[src/design/crt_pkg.sv]
// Shared types, constants and command codes for the CRT solver.
// No dependencies; used by crt_ctrl, crt_dp and crt_solver_core.
package crt_pkg;

	localparam int MAX_CONG = 4;
	localparam int MOD_BITS = 15;
	localparam int SOL_BITS = 60;
	localparam int IDX_W    = $clog2(MAX_CONG);
	localparam int CNT_W    = $clog2(MAX_CONG + 1);
	localparam int DCNT_W   = $clog2(SOL_BITS + 1);
	localparam int MCNT_W   = $clog2(MOD_BITS + 1);
	localparam int COEF_W   = MOD_BITS + 2;
	localparam int PROD_W   = 2 * MOD_BITS + 2;

	localparam logic [1:0] ST_OK       = 2'd0;
	localparam logic [1:0] ST_COPRIME  = 2'd1;
	localparam logic [1:0] ST_OVERFLOW = 2'd2;

	typedef struct packed {
		logic [MOD_BITS-1:0] residue;
		logic [MOD_BITS-1:0] modulus;
		logic                last;
	} in_item_t;

	typedef struct packed {
		logic [SOL_BITS-1:0] solution;
		logic [1:0]          status;
	} out_item_t;

	typedef enum logic [4:0] {
		CMD_NONE,
		CMD_STORE,
		CMD_INIT_N,
		CMD_MUL_N,
		CMD_TAKE_N,
		CMD_INIT_E,
		CMD_DIV_N,
		CMD_DIV_R,
		CMD_EUC_INIT,
		CMD_DIV_Q,
		CMD_EUC_MUL,
		CMD_EUC_UPD,
		CMD_MUL_T1,
		CMD_DIV_T,
		CMD_MUL_T2,
		CMD_ACC,
		CMD_OUT
	} cmd_t;

	typedef struct packed {
		cmd_t       op;
		logic [1:0] code;
	} dp_cmd_t;

	typedef struct packed {
		logic busy;
		logic ovf;
		logic mod_zero;
		logic last_idx;
		logic r1_zero;
		logic r0_one;
	} dp_stat_t;

	typedef enum logic [4:0] {
		S_IDLE,
		S_CHK,
		S_NLOOP,
		S_NMUL,
		S_EINIT,
		S_ESTART,
		S_EDIV1,
		S_EDIV2,
		S_EUC,
		S_EUC_DIV,
		S_EUC_MUL,
		S_EUC_UPD,
		S_INV,
		S_TMUL1,
		S_TDIV,
		S_TMUL2,
		S_FIN
	} state_t;

endpackage

[src/design/crt_solver_core.sv]
// CRT solver top level. Non-last items are taken one per cycle while idle.
// A last item starts a solve over the E stored entries, run on the bit-serial
// divider and the shift-add multiplier with a Euclid loop per entry; no new item
// is taken meanwhile.
// Reset (arst_n low, asynchronous) empties the store and drops any result.
// Depends on crt_pkg, crt_ctrl and crt_dp.
module crt_solver_core (
	input  logic               clk,
	input  logic               arst_n,
	input  logic               item_valid,
	output logic               item_stall,
	input  crt_pkg::in_item_t  item,
	output logic               result_valid,
	input  logic               result_stall,
	output crt_pkg::out_item_t result
);

	crt_pkg::dp_cmd_t  cmd;
	crt_pkg::dp_stat_t stat;

	crt_ctrl u_ctrl (
		.clk          (clk),
		.arst_n       (arst_n),
		.item_valid   (item_valid),
		.item_last    (item.last),
		.item_stall   (item_stall),
		.result_valid (result_valid),
		.result_stall (result_stall),
		.stat         (stat),
		.cmd          (cmd)
	);

	crt_dp u_dp (
		.clk    (clk),
		.arst_n (arst_n),
		.item   (item),
		.cmd    (cmd),
		.stat   (stat),
		.result (result)
	);

endmodule

[src/design/crt_dp.sv]
// Datapath of the CRT solver: congruence store, shared restoring divider,
// shift-add multiplier, Euclid registers and output register. Uses crt_pkg.
module crt_dp (
	input  logic               clk,
	input  logic               arst_n,
	input  crt_pkg::in_item_t  item,
	input  crt_pkg::dp_cmd_t   cmd,
	output crt_pkg::dp_stat_t  stat,
	output crt_pkg::out_item_t result
);

	logic [crt_pkg::MOD_BITS-1:0] res_q [crt_pkg::MAX_CONG];
	logic [crt_pkg::MOD_BITS-1:0] mod_q [crt_pkg::MAX_CONG];
	logic [crt_pkg::CNT_W-1:0]    cnt_q;
	logic                         ovf_q;
	logic [crt_pkg::IDX_W-1:0]    idx_q;

	logic [crt_pkg::SOL_BITS-1:0] bign_q, n_q, acc_q;
	logic [crt_pkg::MOD_BITS-1:0] m_q, r0_q, r1_q, rt_q;
	logic signed [crt_pkg::COEF_W-1:0] s0_q, s1_q;
	logic signed [crt_pkg::PROD_W-1:0] prod_q;

	// divider
	logic [crt_pkg::SOL_BITS-1:0] dvd_q, quo_q;
	logic [crt_pkg::MOD_BITS-1:0] dvs_q, rem_q;
	logic [crt_pkg::DCNT_W-1:0]   dcnt_q;
	logic [crt_pkg::MOD_BITS:0]   rem_sh, rem_nx;
	logic                         qbit;

	// multiplier
	logic [crt_pkg::SOL_BITS-1:0] mcand_q, mprod_q;
	logic [crt_pkg::MOD_BITS-1:0] mplier_q;
	logic [crt_pkg::MCNT_W-1:0]   mcnt_q;

	logic [crt_pkg::MOD_BITS-1:0] cur_mod;
	logic [crt_pkg::MOD_BITS-1:0] inv;
	logic signed [crt_pkg::COEF_W-1:0] s_adj;
	logic [crt_pkg::SOL_BITS:0]   sum;
	logic [crt_pkg::SOL_BITS:0]   sum_red;

	always_comb begin
		cur_mod = mod_q[idx_q];
		rem_sh  = {rem_q, dvd_q[crt_pkg::SOL_BITS-1]};
		qbit    = (rem_sh >= {1'b0, dvs_q});
		rem_nx  = qbit ? (rem_sh - {1'b0, dvs_q}) : rem_sh;
		// fold the Bezout coefficient into 0..m-1
		s_adj = (s0_q < 0) ? (s0_q + $signed({2'b00, m_q})) : s0_q;
		if (s_adj >= $signed({2'b00, m_q})) begin
			s_adj = s_adj - $signed({2'b00, m_q});
		end
		inv     = s_adj[crt_pkg::MOD_BITS-1:0];
		sum     = {1'b0, acc_q} + {1'b0, mprod_q};
		sum_red = (sum >= {1'b0, bign_q}) ? (sum - {1'b0, bign_q}) : sum;
	end

	always_comb begin
		stat.busy     = (dcnt_q != '0) || (mcnt_q != '0);
		stat.ovf      = ovf_q;
		stat.mod_zero = (cur_mod == '0);
		stat.last_idx = ({1'b0, idx_q} + crt_pkg::CNT_W'(1)) == cnt_q;
		stat.r1_zero  = (r1_q == '0);
		stat.r0_one   = (r0_q == crt_pkg::MOD_BITS'(1));
	end

	// control state of the store and the divider and multiplier step counters
	always_ff @(posedge clk or negedge arst_n) begin
		if (!arst_n) begin
			cnt_q  <= '0;
			ovf_q  <= 1'b0;
			dcnt_q <= '0;
			mcnt_q <= '0;
		end else begin
			if (cmd.op == crt_pkg::CMD_STORE) begin
				if (cnt_q < crt_pkg::CNT_W'(crt_pkg::MAX_CONG)) begin
					cnt_q <= cnt_q + crt_pkg::CNT_W'(1);
				end else begin
					ovf_q <= 1'b1;
				end
			end else if (cmd.op == crt_pkg::CMD_OUT) begin
				cnt_q <= '0;
				ovf_q <= 1'b0;
			end
			case (cmd.op)
				crt_pkg::CMD_DIV_N, crt_pkg::CMD_DIV_R, crt_pkg::CMD_DIV_T: begin
					dcnt_q <= crt_pkg::DCNT_W'(crt_pkg::SOL_BITS);
				end
				crt_pkg::CMD_DIV_Q: begin
					dcnt_q <= crt_pkg::DCNT_W'(crt_pkg::MOD_BITS);
				end
				default: begin
					if (dcnt_q != '0) begin
						dcnt_q <= dcnt_q - crt_pkg::DCNT_W'(1);
					end
				end
			endcase
			case (cmd.op)
				crt_pkg::CMD_MUL_N, crt_pkg::CMD_MUL_T1, crt_pkg::CMD_MUL_T2: begin
					mcnt_q <= crt_pkg::MCNT_W'(crt_pkg::MOD_BITS);
				end
				default: begin
					if (mcnt_q != '0) begin
						mcnt_q <= mcnt_q - crt_pkg::MCNT_W'(1);
					end
				end
			endcase
		end
	end

	always_ff @(posedge clk) begin
		if (cmd.op == crt_pkg::CMD_STORE && cnt_q < crt_pkg::CNT_W'(crt_pkg::MAX_CONG)) begin
			res_q[cnt_q[crt_pkg::IDX_W-1:0]] <= item.residue;
			mod_q[cnt_q[crt_pkg::IDX_W-1:0]] <= item.modulus;
		end

		// divider step
		if (dcnt_q != '0) begin
			rem_q <= rem_nx[crt_pkg::MOD_BITS-1:0];
			dvd_q <= {dvd_q[crt_pkg::SOL_BITS-2:0], 1'b0};
			quo_q <= {quo_q[crt_pkg::SOL_BITS-2:0], qbit};
		end
		// multiplier step
		if (mcnt_q != '0) begin
			if (mplier_q[0]) begin
				mprod_q <= mprod_q + mcand_q;
			end
			mcand_q  <= {mcand_q[crt_pkg::SOL_BITS-2:0], 1'b0};
			mplier_q <= {1'b0, mplier_q[crt_pkg::MOD_BITS-1:1]};
		end

		case (cmd.op)
			crt_pkg::CMD_INIT_N: begin
				bign_q <= crt_pkg::SOL_BITS'(1);
				idx_q  <= '0;
			end
			crt_pkg::CMD_MUL_N: begin
				mcand_q  <= bign_q;
				mplier_q <= cur_mod;
				mprod_q  <= '0;
			end
			crt_pkg::CMD_TAKE_N: begin
				bign_q <= mprod_q;
				idx_q  <= idx_q + crt_pkg::IDX_W'(1);
			end
			crt_pkg::CMD_INIT_E: begin
				idx_q <= '0;
				acc_q <= '0;
			end
			crt_pkg::CMD_DIV_N: begin
				m_q   <= cur_mod;
				dvs_q <= cur_mod;
				dvd_q <= bign_q;
				rem_q <= '0;
				quo_q <= '0;
			end
			crt_pkg::CMD_DIV_R: begin
				n_q   <= quo_q;
				dvd_q <= quo_q;
				rem_q <= '0;
				quo_q <= '0;
			end
			crt_pkg::CMD_EUC_INIT: begin
				r0_q <= rem_q;
				r1_q <= m_q;
				s0_q <= crt_pkg::COEF_W'(1);
				s1_q <= '0;
			end
			crt_pkg::CMD_DIV_Q: begin
				dvs_q <= r1_q;
				dvd_q <= {r0_q, (crt_pkg::SOL_BITS - crt_pkg::MOD_BITS)'(0)};
				rem_q <= '0;
				quo_q <= '0;
			end
			crt_pkg::CMD_EUC_MUL: begin
				rt_q   <= rem_q;
				prod_q <= crt_pkg::PROD_W'($signed({1'b0, quo_q[crt_pkg::MOD_BITS-1:0]}) * s1_q);
			end
			crt_pkg::CMD_EUC_UPD: begin
				r0_q <= r1_q;
				r1_q <= rt_q;
				s0_q <= s1_q;
				s1_q <= crt_pkg::COEF_W'($signed({{(crt_pkg::PROD_W-crt_pkg::COEF_W){s0_q[crt_pkg::COEF_W-1]}}, s0_q}) - prod_q);
			end
			crt_pkg::CMD_MUL_T1: begin
				mcand_q  <= crt_pkg::SOL_BITS'(res_q[idx_q]);
				mplier_q <= inv;
				mprod_q  <= '0;
			end
			crt_pkg::CMD_DIV_T: begin
				dvs_q <= m_q;
				dvd_q <= mprod_q;
				rem_q <= '0;
				quo_q <= '0;
			end
			crt_pkg::CMD_MUL_T2: begin
				mcand_q  <= n_q;
				mplier_q <= rem_q;
				mprod_q  <= '0;
			end
			crt_pkg::CMD_ACC: begin
				acc_q <= sum_red[crt_pkg::SOL_BITS-1:0];
				idx_q <= idx_q + crt_pkg::IDX_W'(1);
			end
			crt_pkg::CMD_OUT: begin
				result.status   <= cmd.code;
				result.solution <= (cmd.code == crt_pkg::ST_OK) ? acc_q : '0;
			end
			default: begin
			end
		endcase
	end

endmodule

[src/design/crt_ctrl.sv]
// Controller of the CRT solver: sequences load, product, per-entry inverse
// and accumulation steps; owns the handshakes. Uses crt_pkg types.
module crt_ctrl (
	input  logic              clk,
	input  logic              arst_n,
	input  logic              item_valid,
	input  logic              item_last,
	output logic              item_stall,
	output logic              result_valid,
	input  logic              result_stall,
	input  crt_pkg::dp_stat_t stat,
	output crt_pkg::dp_cmd_t  cmd
);

	crt_pkg::state_t state_q, state_nx;
	logic [1:0]      code_q, code_nx;
	logic            valid_q;
	logic            load;

	assign item_stall   = (state_q != crt_pkg::S_IDLE);
	assign result_valid = valid_q;

	always_ff @(posedge clk or negedge arst_n) begin
		if (!arst_n) begin
			state_q <= crt_pkg::S_IDLE;
			code_q  <= crt_pkg::ST_OK;
			valid_q <= 1'b0;
		end else begin
			state_q <= state_nx;
			code_q  <= code_nx;
			if (load) begin
				valid_q <= 1'b1;
			end else if (!result_stall) begin
				valid_q <= 1'b0;
			end
		end
	end

	always_comb begin
		state_nx = state_q;
		code_nx  = code_q;
		cmd.op   = crt_pkg::CMD_NONE;
		cmd.code = code_q;
		load     = 1'b0;
		case (state_q)
			crt_pkg::S_IDLE: begin
				if (item_valid) begin
					cmd.op = crt_pkg::CMD_STORE;
					if (item_last) begin
						state_nx = crt_pkg::S_CHK;
					end
				end
			end
			crt_pkg::S_CHK: begin
				if (stat.ovf) begin
					code_nx  = crt_pkg::ST_OVERFLOW;
					state_nx = crt_pkg::S_FIN;
				end else begin
					cmd.op   = crt_pkg::CMD_INIT_N;
					state_nx = crt_pkg::S_NLOOP;
				end
			end
			crt_pkg::S_NLOOP: begin
				if (stat.mod_zero) begin
					code_nx  = crt_pkg::ST_COPRIME;
					state_nx = crt_pkg::S_FIN;
				end else begin
					cmd.op   = crt_pkg::CMD_MUL_N;
					state_nx = crt_pkg::S_NMUL;
				end
			end
			crt_pkg::S_NMUL: begin
				if (!stat.busy) begin
					cmd.op   = crt_pkg::CMD_TAKE_N;
					state_nx = stat.last_idx ? crt_pkg::S_EINIT : crt_pkg::S_NLOOP;
				end
			end
			crt_pkg::S_EINIT: begin
				cmd.op   = crt_pkg::CMD_INIT_E;
				state_nx = crt_pkg::S_ESTART;
			end
			crt_pkg::S_ESTART: begin
				cmd.op   = crt_pkg::CMD_DIV_N;
				state_nx = crt_pkg::S_EDIV1;
			end
			crt_pkg::S_EDIV1: begin
				if (!stat.busy) begin
					cmd.op   = crt_pkg::CMD_DIV_R;
					state_nx = crt_pkg::S_EDIV2;
				end
			end
			crt_pkg::S_EDIV2: begin
				if (!stat.busy) begin
					cmd.op   = crt_pkg::CMD_EUC_INIT;
					state_nx = crt_pkg::S_EUC;
				end
			end
			crt_pkg::S_EUC: begin
				if (stat.r1_zero) begin
					state_nx = crt_pkg::S_INV;
				end else begin
					cmd.op   = crt_pkg::CMD_DIV_Q;
					state_nx = crt_pkg::S_EUC_DIV;
				end
			end
			crt_pkg::S_EUC_DIV: begin
				if (!stat.busy) begin
					cmd.op   = crt_pkg::CMD_EUC_MUL;
					state_nx = crt_pkg::S_EUC_UPD;
				end
			end
			crt_pkg::S_EUC_MUL: begin
				state_nx = crt_pkg::S_EUC_UPD;
			end
			crt_pkg::S_EUC_UPD: begin
				cmd.op   = crt_pkg::CMD_EUC_UPD;
				state_nx = crt_pkg::S_EUC;
			end
			crt_pkg::S_INV: begin
				if (!stat.r0_one) begin
					code_nx  = crt_pkg::ST_COPRIME;
					state_nx = crt_pkg::S_FIN;
				end else begin
					cmd.op   = crt_pkg::CMD_MUL_T1;
					state_nx = crt_pkg::S_TMUL1;
				end
			end
			crt_pkg::S_TMUL1: begin
				if (!stat.busy) begin
					cmd.op   = crt_pkg::CMD_DIV_T;
					state_nx = crt_pkg::S_TDIV;
				end
			end
			crt_pkg::S_TDIV: begin
				if (!stat.busy) begin
					cmd.op   = crt_pkg::CMD_MUL_T2;
					state_nx = crt_pkg::S_TMUL2;
				end
			end
			crt_pkg::S_TMUL2: begin
				if (!stat.busy) begin
					cmd.op = crt_pkg::CMD_ACC;
					if (stat.last_idx) begin
						code_nx  = crt_pkg::ST_OK;
						state_nx = crt_pkg::S_FIN;
					end else begin
						state_nx = crt_pkg::S_ESTART;
					end
				end
			end
			crt_pkg::S_FIN: begin
				// hold until the output register is free
				if (!valid_q || !result_stall) begin
					cmd.op   = crt_pkg::CMD_OUT;
					load     = 1'b1;
					state_nx = crt_pkg::S_IDLE;
				end
			end
			default: begin
				state_nx = crt_pkg::S_IDLE;
			end
		endcase
	end

endmodule
[config.mk]
export PLATFORM = sky130hd
export DESIGN_NAME = crt_solver_core
export DESIGN_NICKNAME = d
export VERILOG_FILES = /design/src/design/crt_pkg.sv /design/src/design/crt_solver_core.sv /design/src/design/crt_dp.sv /design/src/design/crt_ctrl.sv
export SDC_FILE = /design/constraint.sdc
export NUM_CORES = 2
export LEC_CHECK = 0
export BUFFER_PORTS_ARGS = -buffer_cell sky130_fd_sc_hd__clkbuf_2
export CORE_MARGIN = 2
export CORE_UTILIZATION = 30
export DETAILED_ROUTE_END_ITERATION = 10
export GPL_TIMING_DRIVEN = 0
export PLACE_DENSITY = 0.53
export SLEW_MARGIN = 20
export SYNTH_ARGS = -nofsm -noshare
export SYNTH_HDL_FRONTEND = slang
export SYNTH_HIERARCHICAL = 1
export SYNTH_SLANG_ARGS = --single-unit
[constraint.sdc]
create_clock -name clk -period 22.6 [get_ports clk]
set_clock_uncertainty 0.05 [all_clocks]
set_input_delay 6.78 -clock clk [delete_from_list [all_inputs] [get_ports clk]]
set_output_delay 6.78 -clock clk [all_outputs]
set_load 0.01 [all_outputs]
==> impl_metrics.env <==
export IMPL_status="finished clean"
export IMPL_worst_slew_pin_slew_ps=1190
export IMPL_drive_gt1_share_pct=7.74
export IMPL_die_area_um2=165000
export IMPL_ys_async_sr_fraction_pct=2.81
export IMPL_drt_pre_antenna_iters=9
export IMPL_wl_met1_um=68800
export IMPL_ys_ff_latch=784
export IMPL_fin_nets=5475
export IMPL_holdBufCountCts=0
export IMPL_required_ps=22930
export IMPL_cts_tree="built"
export IMPL_crit_family="buffers and inverters"
export IMPL_routedWlPerCell_um=20.7
export IMPL_crit_arrival_ps=11040
export IMPL_synth_cell_types=95
export IMPL_vias=37600
export IMPL_cp_cell_sequence="clkbuf_2 > inv_1 > o2111ai_1 > clkbuf_1 > clkbuf_1 > buf_1 > xor2_1 > nor3_2 > buf_4 > buf_4 > buf_4 > buf_4 > buf_4 > buf_6"
export IMPL_grt_pass1_vias=36300
export IMPL_syn_avg_cell_area_um2=10.1
export IMPL_rsz0062_at_grt="no"
export IMPL_clk_pin_slew_ps=60
export IMPL_cts_made_buffers=90
export IMPL_final_max_slew_viol_count=0
export IMPL_fp_dieH_um=407
export IMPL_rows=147
export IMPL_areaGrowthSynthToFinish_pct=13.9
export IMPL_drt_iter0_markers=3611
export IMPL_core_area_um2=161000
export IMPL_ant_nets=0
export IMPL_met2_length_um=67800
export IMPL_grtUsageTotal_pct=18.0
export IMPL_io_pins=99
export IMPL_clock_root_buffer="clkbuf_16"
export IMPL_cp_start_kind="input pin"
export IMPL_cp_buffers_inverters=11
export IMPL_fillCellCount=16400
export IMPL_worst_path_largest_cell_delay_ps=910
export IMPL_cpMostUsedCell="buf_4"
export IMPL_post_cts_buffers=0
export IMPL_slowest_stage="buf_1"
export IMPL_synthTopCellsByCount="edfxtp_1, nand2_1, a21oi_1, inv_1, ha_1"
export IMPL_drc=0
export IMPL_syn_area_um2=48600
export IMPL_final_hold_viol_count=0
export IMPL_port_buffers=98
export IMPL_grt_overflow_total=0
export IMPL_start_util_pct=30.3
export IMPL_hold_path_class="reg2reg"
export IMPL_synth_nets=5242
export IMPL_period_minus_slack_ps=10700
export IMPL_synth_edff_count=625
export IMPL_post_route_period_util_pct=47.4
export IMPL_synthFlopType="edfxtp_1"
export IMPL_clk_insertion_delay_late_ps=710
export IMPL_dp_hpwl_um=117000
export IMPL_synth_area_leaders="edfxtp_1, ha_1, dfxtp_1, nand2_1, fa_1"
export IMPL_r2r_worst_path_cells=24
export IMPL_min_to="u_dp/n_q[11]$_DFFE_PN_"
export IMPL_slew_headroom_pct=20.1
export IMPL_wl_met3_um=9980
export IMPL_cts_resized=0
export IMPL_rr_startpoint="u_dp/mprod_q[9]$_SDFFE_PP0P_"
export IMPL_hold_start="u_dp/quo_q[11]$_SDFFE_PP0P_"
export IMPL_regToRegSetupSlack_ps=13770
export IMPL_final_setup_viol_count=0
export IMPL_drt_wl_total_um=150000
export IMPL_ys_seq_area_share_pct=45.4
export IMPL_fin_setup_tns_ps=0
export IMPL_highest_layer="met4"
export IMPL_fp_dieW_um=407
export IMPL_crit_start="item_valid"
export IMPL_hold_path_depth=0
export IMPL_synth_most_common_cell="edfxtp_1"
export IMPL_worstSetupPathType="in2reg"
export IMPL_h_tree_depth=3
export IMPL_gp_congestion=0.911
export IMPL_ys_warnings_count=6
export IMPL_grt_max_degree=51
export IMPL_yosysTopAreaCell="edfxtp_1"
export IMPL_critPathCaptureType="flip-flop"
export IMPL_syn_inst=4809
export IMPL_reg2reg_to="u_dp/acc_q[58]$_SDFFCE_PN0P_"
export IMPL_cp_max_fo=11
export IMPL_synth_top_area_share_pct=38.6
export IMPL_via_per_inst=5.16
export IMPL_cts_buffer_depth=3
export IMPL_drv_cap=0
export IMPL_clock_fmax_mhz=93.4
export IMPL_antenna_found_initial=6
export IMPL_cts_sinks=784
export IMPL_grt_pass1_wl_um=227000
-- worst reg2reg max path, cell delays in order, from the launching register on --
cell	delay [ps]
dfxtp_1	420
ha_1	430
nand2_1	140
nor2_1	400
o2111ai_1	410
a21oi_2	440
o2111ai_1	380
a21oi_1	540
a31oi_1	280
o21ai_0	750
a31oi_1	290
xnor2_1	230
ha_1	430
nand2_1	190
or3_1	420
nor4_1	690
a41oi_1	230
nand2_1	120
nand2_1	60
o2111ai_1	110
a211o_1	140
buf_4	250
inv_2	250
nor2_1	740
a22o_1	280
-- registers in the layout, summed over array words and instances, names as in the netlist, 60 cells and up, named ones only --
signal / cells
u_dp/mprod_q: 60
u_dp/res_q: 60
u_dp/bign_q: 60
u_dp/n_q: 60
u_dp/dvd_q: 60
u_dp/result: 62
u_dp/acc_q: 60
u_dp/mcand_q: 60
u_dp/mod_q: 60
u_dp/quo_q: 60
-- final cells by class --
cell class	instances	area [um^2]	share of cell area, %
Antenna cell	1	2.50	0.00452
Sequential cell	784	22100	39.8
Clock inverter	43	538	0.972
Multi-Input combinational cell	3419	24300	43.9
Tap cell	2160	2700	4.88
Buffer	230	921	1.66
Inverter	376	1420	2.56
Clock buffer	122	2520	4.56
Timing Repair Buffer	141	923	1.67
-- per-layer routing --
layer / up-vias / track usage (%)
li1: 17800 / -
met1: 18400 / 25.4
met2: 1193 / 28.6
met3: 179 / 2.84
met4: 0 / 4.69
met5: - / 0
-- worst max-delay path by stage --
stage                                        to  slack, ps  cells past startpoint
finish              u_dp/s1_q[10]$_SDFFCE_PN0P_      11900                     14
global route         u_dp/s1_q[9]$_SDFFCE_PN0P_      11740                     14
CTS                 u_dp/s1_q[10]$_SDFFCE_PN0P_      11980                     14
detailed placement   u_dp/mcand_q[24]$_DFFE_PP_      11250                     11
global placement        u_dp/idx_q[0]$_DFFE_PN_       1900                      8
floorplan               u_dp/idx_q[0]$_DFFE_PN_       8370                      7
-- cells by family after synthesis --
family,share of synthesized area [%]
AOI/OAI and AO/OA,16.0
adders and majority gates,11.8
and+or+nand+nor,13.6
buffers and inverters,4.78
muxes,3.96
DFF,45.4
xor gates and xnor gates,4.41
-- cells in the final DEF (no fill, tap or decap), types with 91 or more instances in the layout --
master,instances
clkbuf_2,103
mux2i_1,111
inv_1,372
edfxtp_1,625
o21ai_0,269
xnor2_1,160
a21oi_1,385
clkbuf_16,91
clkbuf_1,205
nand2_1,597
and2_1,232
a21o_1,106
dfxtp_1,137
ha_1,298
fa_1,100
nor2_1,225
-- per-stage QoR --
stage | cells | hold slack [ps] | instance area [um^2] | util, % | setup WS [ps]
after global placement | 7067 | 357 | 51800 | 32.2 | 1900
after global routing | 7275 | 388 | 55400 | 34.4 | 11740
after floorplan | 4809 | 356 | 48600 | - | 8370
final | 7276 | 371 | 55400 | 34.5 | 11900
after detailed placement | 7110 | 361 | 52300 | 32.5 | 11250
after CTS | 7275 | 373 | 55400 | 34.4 | 11980
Power is left out: the tool's default activity adds up to more than one toggle a clock period on the data nets, which glitch-free logic cannot reach.
